File: src/rtl/nsab_pkg.sv
// Shared types and constants for the nearest-symbol-at-or-below search block.
// No dependencies; used through scoped names by every module of the block except nsab_ram.
`default_nettype none

package nsab_pkg;

  // field widths
  localparam int unsigned ADDR_VAL_W      = 16;
  localparam int unsigned SYM_NUM_W       = 6;
  localparam int unsigned ENTRY_W         = ADDR_VAL_W + SYM_NUM_W;
  localparam int unsigned TABLE_DEPTH_DEF = 64;

  // beat widths
  localparam int unsigned IN_DATA_W  = 32;
  localparam int unsigned IN_USER_W  = 2;
  localparam int unsigned OUT_DATA_W = 24;

  // item kinds carried on s_tuser
  typedef enum logic [1:0] {
    OP_INSERT = 2'd0,
    OP_LOOKUP = 2'd1,
    OP_CLEAR  = 2'd2,
    OP_NOP    = 2'd3
  } op_t;

  // read address source
  typedef enum logic [1:0] {
    RD_MID    = 2'd0,
    RD_POS_M1 = 2'd1,
    RD_POS_M2 = 2'd2
  } rd_sel_t;

  // controller -> datapath
  typedef struct packed {
    logic    take_item;
    logic    clear_count;
    logic    set_full;
    rd_sel_t rd_sel;
    logic    shift_wr;
    logic    put_wr;
    logic    lk_step;
    logic    load_out;
  } cmd_t;

  // datapath -> controller
  typedef struct packed {
    op_t  op;
    logic full;
    logic pos_zero;
    logic pos_one;
    logic rd_gt_sym;
    logic lo_lt_hi;
    logic out_free;
  } stat_t;

endpackage

`default_nettype wire

File: src/rtl/nsab_ram.sv
// Generic simple dual-port RAM: one write port, one read port, registered read.
// No dependencies.
`default_nettype none

module nsab_ram #(
  parameter int unsigned WIDTH = 8,
  parameter int unsigned DEPTH = 64
) (
  input  wire logic                     clk,
  input  wire logic                     we,
  input  wire logic [$clog2(DEPTH)-1:0] waddr,
  input  wire logic [WIDTH-1:0]         wdata,
  input  wire logic [$clog2(DEPTH)-1:0] raddr,
  output logic      [WIDTH-1:0]         rdata
);

  logic [WIDTH-1:0] mem [DEPTH];

  always_ff @(posedge clk) begin
    if (we) begin
      mem[waddr] <= wdata;
    end
    rdata <= mem[raddr];
  end

endmodule

`default_nettype wire

File: src/rtl/nsab_ctrl.sv
// Sequencer for insert, lookup and clear items of the symbol table.
// Depends on nsab_pkg (cmd_t, stat_t, op_t, rd_sel_t).
`default_nettype none

module nsab_ctrl (
  input  wire logic           clk,
  input  wire logic           rst,
  input  wire logic           s_tvalid,
  output logic                s_tready,
  input  wire nsab_pkg::stat_t stat,
  output nsab_pkg::cmd_t      cmd
);

  typedef enum logic [6:0] {
    ST_IDLE    = 7'b0000001,
    ST_DECODE  = 7'b0000010,
    ST_INS_CMP = 7'b0000100,
    ST_INS_PUT = 7'b0001000,
    ST_LK_RD   = 7'b0010000,
    ST_LK_CMP  = 7'b0100000,
    ST_OUT     = 7'b1000000
  } state_t;

  state_t state, state_next;

  // state register
  always_ff @(posedge clk) begin
    if (rst) begin
      state <= ST_IDLE;
    end else begin
      state <= state_next;
    end
  end

  assign s_tready = (state == ST_IDLE);

  // next state and commands
  always_comb begin
    state_next = state;
    cmd        = '0;
    cmd.rd_sel = nsab_pkg::RD_MID;
    unique case (state)
      ST_IDLE: begin
        if (s_tvalid) begin
          cmd.take_item = 1'b1;
          state_next    = ST_DECODE;
        end
      end
      ST_DECODE: begin
        unique case (stat.op)
          nsab_pkg::OP_INSERT: begin
            if (stat.full) begin
              cmd.set_full = 1'b1;
              state_next   = ST_OUT;
            end else if (stat.pos_zero) begin
              state_next = ST_INS_PUT;
            end else begin
              cmd.rd_sel = nsab_pkg::RD_POS_M1;
              state_next = ST_INS_CMP;
            end
          end
          nsab_pkg::OP_LOOKUP: state_next = ST_LK_RD;
          nsab_pkg::OP_CLEAR: begin
            cmd.clear_count = 1'b1;
            state_next      = ST_OUT;
          end
          nsab_pkg::OP_NOP: state_next = ST_OUT;
          default: state_next = ST_OUT;
        endcase
      end
      ST_INS_CMP: begin
        // entry at pos-1 is on the read port
        if (stat.rd_gt_sym) begin
          cmd.shift_wr = 1'b1;
          if (stat.pos_one) begin
            state_next = ST_INS_PUT;
          end else begin
            cmd.rd_sel = nsab_pkg::RD_POS_M2;
          end
        end else begin
          cmd.put_wr = 1'b1;
          state_next = ST_OUT;
        end
      end
      ST_INS_PUT: begin
        cmd.put_wr = 1'b1;
        state_next = ST_OUT;
      end
      ST_LK_RD: begin
        if (stat.lo_lt_hi) begin
          cmd.rd_sel = nsab_pkg::RD_MID;
          state_next = ST_LK_CMP;
        end else begin
          state_next = ST_OUT;
        end
      end
      ST_LK_CMP: begin
        cmd.lk_step = 1'b1;
        state_next  = ST_LK_RD;
      end
      ST_OUT: begin
        if (stat.out_free) begin
          cmd.load_out = 1'b1;
          state_next   = ST_IDLE;
        end
      end
      default: state_next = ST_IDLE;
    endcase
  end

endmodule

`default_nettype wire

File: src/rtl/nsab_dp.sv
// Datapath: sorted symbol RAM, entry count, search pointers, result and output registers.
// Depends on nsab_pkg and nsab_ram.
`default_nettype none

module nsab_dp #(
  parameter int unsigned TABLE_DEPTH = nsab_pkg::TABLE_DEPTH_DEF
) (
  input  wire logic                            clk,
  input  wire logic                            rst,
  input  wire logic [nsab_pkg::IN_DATA_W-1:0]  s_tdata,
  input  wire logic [nsab_pkg::IN_USER_W-1:0]  s_tuser,
  input  wire nsab_pkg::cmd_t                  cmd,
  output nsab_pkg::stat_t                      stat,
  output logic                                 m_tvalid,
  input  wire logic                            m_tready,
  output logic      [nsab_pkg::OUT_DATA_W-1:0] m_tdata
);

  localparam int unsigned ADDR_W = $clog2(TABLE_DEPTH);
  localparam int unsigned CNT_W  = $clog2(TABLE_DEPTH + 1);
  localparam int unsigned VAL_W  = nsab_pkg::ADDR_VAL_W;
  localparam int unsigned NUM_W  = nsab_pkg::SYM_NUM_W;

  // item registers
  nsab_pkg::op_t    op;
  logic [VAL_W-1:0] sym;
  logic [VAL_W-1:0] qry;

  // table and search state
  logic [CNT_W-1:0] count;
  logic [CNT_W-1:0] pos;
  logic [CNT_W-1:0] lo;
  logic [CNT_W-1:0] hi;
  logic [CNT_W:0]   lo_hi_sum;
  logic [ADDR_W-1:0] mid;

  // result registers
  logic             res_found;
  logic [NUM_W-1:0] res_num;
  logic [VAL_W-1:0] res_val;
  logic             res_full;

  // RAM ports
  logic                              ram_we;
  logic [ADDR_W-1:0]                 ram_waddr;
  logic [nsab_pkg::ENTRY_W-1:0]      ram_wdata;
  logic [ADDR_W-1:0]                 ram_raddr;
  logic [nsab_pkg::ENTRY_W-1:0]      ram_rdata;
  logic [VAL_W-1:0]                  rd_val;
  logic [NUM_W-1:0]                  new_num;

  assign lo_hi_sum = {1'b0, lo} + {1'b0, hi};
  assign mid       = ADDR_W'(lo_hi_sum >> 1);
  assign rd_val    = ram_rdata[VAL_W-1:0];
  assign new_num   = NUM_W'(count);

  // read address select
  always_comb begin
    unique case (cmd.rd_sel)
      nsab_pkg::RD_POS_M1: ram_raddr = ADDR_W'(pos - CNT_W'(1));
      nsab_pkg::RD_POS_M2: ram_raddr = ADDR_W'(pos - CNT_W'(2));
      nsab_pkg::RD_MID:    ram_raddr = mid;
      default:             ram_raddr = mid;
    endcase
  end

  // write port: shift an entry up one place, or drop the new symbol in
  assign ram_we    = cmd.shift_wr | cmd.put_wr;
  assign ram_waddr = ADDR_W'(pos);
  assign ram_wdata = cmd.shift_wr ? ram_rdata : {new_num, sym};

  nsab_ram #(
    .WIDTH (nsab_pkg::ENTRY_W),
    .DEPTH (TABLE_DEPTH)
  ) u_ram (
    .clk   (clk),
    .we    (ram_we),
    .waddr (ram_waddr),
    .wdata (ram_wdata),
    .raddr (ram_raddr),
    .rdata (ram_rdata)
  );

  // entry count
  always_ff @(posedge clk) begin
    if (rst) begin
      count <= '0;
    end else if (cmd.clear_count) begin
      count <= '0;
    end else if (cmd.put_wr) begin
      count <= count + CNT_W'(1);
    end
  end

  // item capture, pointers and result
  always_ff @(posedge clk) begin
    if (cmd.take_item) begin
      op        <= nsab_pkg::op_t'(s_tuser);
      sym       <= s_tdata[VAL_W-1:0];
      qry       <= s_tdata[2*VAL_W-1:VAL_W];
      pos       <= count;
      lo        <= '0;
      hi        <= count;
      res_found <= 1'b0;
      res_num   <= '0;
      res_val   <= '0;
      res_full  <= 1'b0;
    end else begin
      if (cmd.set_full) begin
        res_full <= 1'b1;
      end
      if (cmd.shift_wr) begin
        pos <= pos - CNT_W'(1);
      end
      // upper-bound step: record each entry at or below the query, keeping the last
      if (cmd.lk_step) begin
        if (rd_val <= qry) begin
          lo        <= CNT_W'(mid) + CNT_W'(1);
          res_found <= 1'b1;
          res_num   <= ram_rdata[nsab_pkg::ENTRY_W-1:VAL_W];
          res_val   <= rd_val;
        end else begin
          hi <= CNT_W'(mid);
        end
      end
    end
  end

  // output register
  always_ff @(posedge clk) begin
    if (rst) begin
      m_tvalid <= 1'b0;
    end else if (cmd.load_out) begin
      m_tvalid <= 1'b1;
    end else if (m_tready) begin
      m_tvalid <= 1'b0;
    end
  end

  always_ff @(posedge clk) begin
    if (cmd.load_out) begin
      m_tdata <= {res_full, res_val, res_num, res_found};
    end
  end

  // status
  assign stat.op        = op;
  assign stat.full      = (count == CNT_W'(TABLE_DEPTH));
  assign stat.pos_zero  = (pos == '0);
  assign stat.pos_one   = (pos == CNT_W'(1));
  assign stat.rd_gt_sym = (rd_val > sym);
  assign stat.lo_lt_hi  = (lo < hi);
  assign stat.out_free  = ~m_tvalid | m_tready;

endmodule

`default_nettype wire

File: src/rtl/nearest_symbol_at_or_below.sv
// Top level of the nearest-symbol-at-or-below search block.
// Depends on nsab_pkg, nsab_ctrl, nsab_dp (which holds nsab_ram).
//
// The block keeps up to TABLE_DEPTH symbols in one RAM, sorted by address value, each
// tagged with its arrival number. One item is worked on at a time; the input is ready
// again once the result is in the output register. A lookup is a binary search that
// reads one entry per pass through its read and compare states, using the RAM's
// registered read port. An insert walks down from the top of the table, moving one
// larger entry up per cycle until no larger entry is left below it; an insert into a
// full table is dropped. Entries with equal values stay in arrival order, so a lookup
// returns the latest inserted of them. There is no clearing pass after reset; the
// table comes up empty.
`default_nettype none

module nearest_symbol_at_or_below #(
  parameter int unsigned TABLE_DEPTH = nsab_pkg::TABLE_DEPTH_DEF
) (
  input  wire logic                            clk,
  input  wire logic                            rst,
  input  wire logic                            s_tvalid,
  output logic                                 s_tready,
  // [15:0] symbol_address, [31:16] query_address
  input  wire logic [nsab_pkg::IN_DATA_W-1:0]  s_tdata,
  // [1:0] opcode
  input  wire logic [nsab_pkg::IN_USER_W-1:0]  s_tuser,
  output logic                                 m_tvalid,
  input  wire logic                            m_tready,
  // [0] found, [6:1] symbol_number, [22:7] symbol_value_out, [23] table_full
  output logic      [nsab_pkg::OUT_DATA_W-1:0] m_tdata
);

  nsab_pkg::cmd_t  cmd;
  nsab_pkg::stat_t stat;

  nsab_ctrl u_ctrl (
    .clk      (clk),
    .rst      (rst),
    .s_tvalid (s_tvalid),
    .s_tready (s_tready),
    .stat     (stat),
    .cmd      (cmd)
  );

  nsab_dp #(
    .TABLE_DEPTH (TABLE_DEPTH)
  ) u_dp (
    .clk      (clk),
    .rst      (rst),
    .s_tdata  (s_tdata),
    .s_tuser  (s_tuser),
    .cmd      (cmd),
    .stat     (stat),
    .m_tvalid (m_tvalid),
    .m_tready (m_tready),
    .m_tdata  (m_tdata)
  );

endmodule

`default_nettype wire

File: config.mk
export PLATFORM = sky130hd
export DESIGN_NAME = nearest_symbol_at_or_below
export DESIGN_NICKNAME = d
export VERILOG_FILES = /design/src/rtl/nsab_pkg.sv /design/src/rtl/nsab_ram.sv /design/src/rtl/nsab_ctrl.sv /design/src/rtl/nsab_dp.sv /design/src/rtl/nearest_symbol_at_or_below.sv
export SDC_FILE = /design/constraint.sdc
export NUM_CORES = 2
export LEC_CHECK = 0
export BUFFER_PORTS_ARGS = -buffer_cell sky130_fd_sc_hd__buf_2
export CAP_MARGIN = 20
export CORE_MARGIN = 4
export CORE_UTILIZATION = 55
export CTS_BUF_LIST = sky130_fd_sc_hd__clkbuf_8 sky130_fd_sc_hd__clkbuf_16
export DETAILED_ROUTE_END_ITERATION = 6
export GPL_ROUTABILITY_DRIVEN = 0
export PLACE_DENSITY = 0.74
export SLEW_MARGIN = 20
export SYNTH_ARGS = -nofsm -noshare
export SYNTH_HDL_FRONTEND = slang
export SYNTH_SLANG_ARGS = --single-unit
File: constraint.sdc
create_clock -name clk -period 5.1 [get_ports clk]
set_input_delay 0 -clock clk [delete_from_list [all_inputs] [get_ports clk]]
set_output_delay 0 -clock clk [all_outputs]
set_load 0.01 [all_outputs]
==> impl_metrics.toml <==
[sta]
fmax_ghz = 0.1991
finalSetupViolCount = 0
relSlewSlack_pct = 24.62
hold_viol_final = 0
tns_ps = 0
slew_viol_final = 0
period_minus_slack_ps = 5022
finalCritPeriodShare_pct = 98.46
fin_ws_ps = 78.45
tightest_slew_ps = 1131
clock-skew-final_ps = 29.58

[clock_tree]
numClockSinks = 1548
htree_levels = 4
insertion_delay_ps = 760
clk_pin_slew_worst_paths_ps = 60
cts_root_buf = "clkbuf_16"
cts_tree = "yes"
clockBufferDepth = 3
cts_buffers = 152

[placement]
dpl.hpwl_um = 93500
dp.cells = 5301
dp_slack_ps = -320.1
portBuffers = 63
placed_cell_area_mm2 = 0.06533

[global_routing]
globalRouteOverflowTotal = 0
antenna_found_initial = 6
grt_pass1_wl_um = 241500
grtUsageTotal_pct = 28.10
grt_max_degree = 102
grt_pass1_vias = 36080

[floorplan]
io_pins = 64
dieArea_mm2 = 0.1173
die_x_um = 342.4
die_y_um = 342.4
start_util_pct = 55.51
core_area_mm2 = 0.1108
placementRows = 122

[logic_synthesis]
synthTopCellsByArea = "edfxtp_1 (72%), mux4_2 (5.4%), nand2_1 (2.6%)"
synth-edff-count = 1480
synth_common_cells = "edfxtp_1 (1480), nand2_1 (425), nand3_1 (282)"
yosys.area.top_type = "edfxtp_1"
syn_avg_cell_area_um2 = 16.36
ys_seq_elements = 1548
synthCells = 3761
ys.flop_type = "edfxtp_1"
yosysMostFrequentCell = "edfxtp_1"
synth.top_cell.area_share_pct = 72.24
synth.distinct_cells = 77
synth_fp_nets = 3855
synthArstFlopShare_pct = 0
syn_area_mm2 = 0.06152
synth_seq_area_share_pct = 74.45
yosys_warnings = 0

[power]
p_per_area_mw_per_mm2 = 391.3
clkPwrFrac_pct = 39.0
ir_drop_uv = 295.1
combPwrFrac_pct = 10.3
seqPwrFrac_pct = 50.7
p_leak_nw = 24.68
switchingPower_mw = 6.615
sw_frac_of_total_pct = 23.74
internal_power_mw = 21.25

[final_layout]
stdcell_count = 5654
nets = 4139
syn_to_final_growth_pct = 15.78
drive_above_1_share_pct = 19.53
final_area_mm2 = 0.07123

[min_path]
hp-class = "in -> reg"

[setup_path]
crit_slowest_cell = "dfxtp_2"
cp.required_ps = 5730
worst_path_largest_cell_delay_ps = 510
critPathTopFamily = "compound AO/OA/AOI/OAI gates"
cp_max_fo = 50
cp.arrival_ps = 5650
path_cells = "ha_1 > and4_1 > nand2_1 > o221ai_1 > a221oi_1 > buf_4 > a31oi_4 > nand2_2 > ha_1 > buf_12 > a211o_2 > and2_4 > buf_12 > mux4_2 > mux2i_1 > mux2_2 > a32oi_2 > nor4bb_1"
worstSetupStartpointType = "flop"
critPathBufInv = 3
path_class = "reg -> reg"
end_kind = "flop"

[drt]
met2WireLength_um = 77600
dr_wl_met3_um = 17960
drc = 2
highest_layer = "met5"
ant_nets = 0
drt-initial-drc-count = 5527
finalWirelength_um = 165000
wl_met1_um = 60940
vias = 36600
detail_route.vias_per_cell = 6.472
wl_per_cell_um = 29.19
drtPass1Iterations = 7

[status]
violations = "design-rule violations"
status = "complete, but fails checks"

[flow_run]
drv_cap = 0
[what timing repair did]
| action | in CTS | in global routing |
|---|---|---|
| cloned | 0 | 1 |
| hold buffers | 66 | 0 |
| hold endpoints to repair | 49 | 0 |
| setup endpoints to repair | 16 | 18 |
| buffers inserted | 0 | 6 |
| pin swaps | 0 | 3 |
| gates resized for setup | 10 | 28 |
[layout make-up]
class / count / area [µm²]
Sequential cell: 1548 / 45810
Inverter: 61 / 229.0
Clock buffer: 158 / 3943
Clock inverter: 114 / 880.8
Timing Repair Buffer: 369 / 3408
Antenna cell: 3 / 7.507
Fill cell: 7357 / 39600
Multi-Input combinational cell: 1913 / 15090
Tap cell: 1488 / 1862
[layer usage]
metal / global-route usage, % / vias to the layer above
met1: 37.71 / 18400
met3: 6.360 / 384
li1: - / 15430
met2: 43.65 / 2383
met4: 14.26 / 4
met5: 0 / -
[power by group through the flow]
stage | logic [mW] | registers (mW) | clock network, mW
final | 2.87 | 14.1 | 10.9
after global routing | 3.03 | 14.1 | 11.5
after CTS | 2.75 | 14.1 | 10.9
after detailed placement | 2.67 | 14.4 | 0
after global placement | 2.64 | 14.4 | 0
after floorplan | 1.59 | 14.3 | 0
[logic make-up after synthesis]
logic type / Yosys count / synth area share [%]
XOR/XNOR: 18 / 0.2563
buffers and inverters: 300 / 2.249
flip-flops: 1548 / 74.45
multiplexers: 305 / 8.015
AND/OR/NAND/NOR: 1024 / 7.765
adder cells (fa/ha/maj): 56 / 1.151
AO/OA/AOI/OAI: 510 / 6.108
[layout by cell type (no fill, tap or decap), types with 8 or more instances in the layout]
master         netlist  layout
a211oi_1            88      87
a21boi_0            20      10
a21boi_1            16      23
a21o_1              13      13
a21oi_1             37      37
a22oi_1             48      48
a31oi_1             86      84
a32oi_1             67      55
a32oi_2              0       8
and3_1              85      85
buf_12               0      34
buf_16               0       9
buf_2               89      63
buf_4                9     194
bufinv_16            0      12
clkbuf_16            0     158
clkinv_1             1      33
clkinv_2             0      25
dfxtp_1             68      67
dlygate4sd3_1        0      66
edfxtp_1          1480    1480
ha_1                55      55
inv_1               59      90
mux2_2              21      21
mux2i_1            136     136
mux4_2             148     148
nand2_1            425     422
nand3_1            282     282
nand4_1             10      10
nor2_1             141      74
nor2_2               3      46
nor2_4               1      25
nor2b_1             10       9
nor4bb_1            16      15
o2111ai_1           68      68
o21ai_0             29      11
o21ai_4              0      19
xnor2_1             13      13
[state kept, by name, indices dropped and copies added (netlist names)]
name              count
u_dp.hi               7
u_dp.u_ram.rdata     22
u_ctrl.state          7
u_dp.u_ram.mem     1408
u_dp.m_tvalid         1
u_dp.res_num          6
u_dp.count            7
u_dp.op               2
u_dp.res_found        1
u_dp.res_full         1
u_dp.pos              7
u_dp.qry             16
u_dp.sym             16
u_dp.res_val         16
u_dp.lo               7
u_dp.m_tdata         24
[final timing paths]
kind | from | end | slack (ps) | cells after the start
hold reg to reg | u_dp.res_val[4] | u_dp.m_tdata[11] | 430 | 0
hold / removal | s_tdata[1] | u_dp.sym[1] | 20 | 2
setup / recovery | u_dp.u_ram.rdata[11] | u_dp.u_ram.rdata[10] | 80 | 18
setup reg to reg | u_dp.u_ram.rdata[11] | u_dp.u_ram.rdata[10] | 80 | 18
[per-stage QoR]
step / util (%) / power, mW / hold slack, ps
floorplan: - / 15.93 / 69.07
global placement: 58.95 / 17.02 / 178.5
detailed placement: 58.95 / 17.06 / 178.1
CTS: 63.93 / 27.80 / 1.016
global route: 64.26 / 28.69 / 11.23
finish: 64.27 / 27.87 / 19.30
Power figures use the tool's default switching activity.
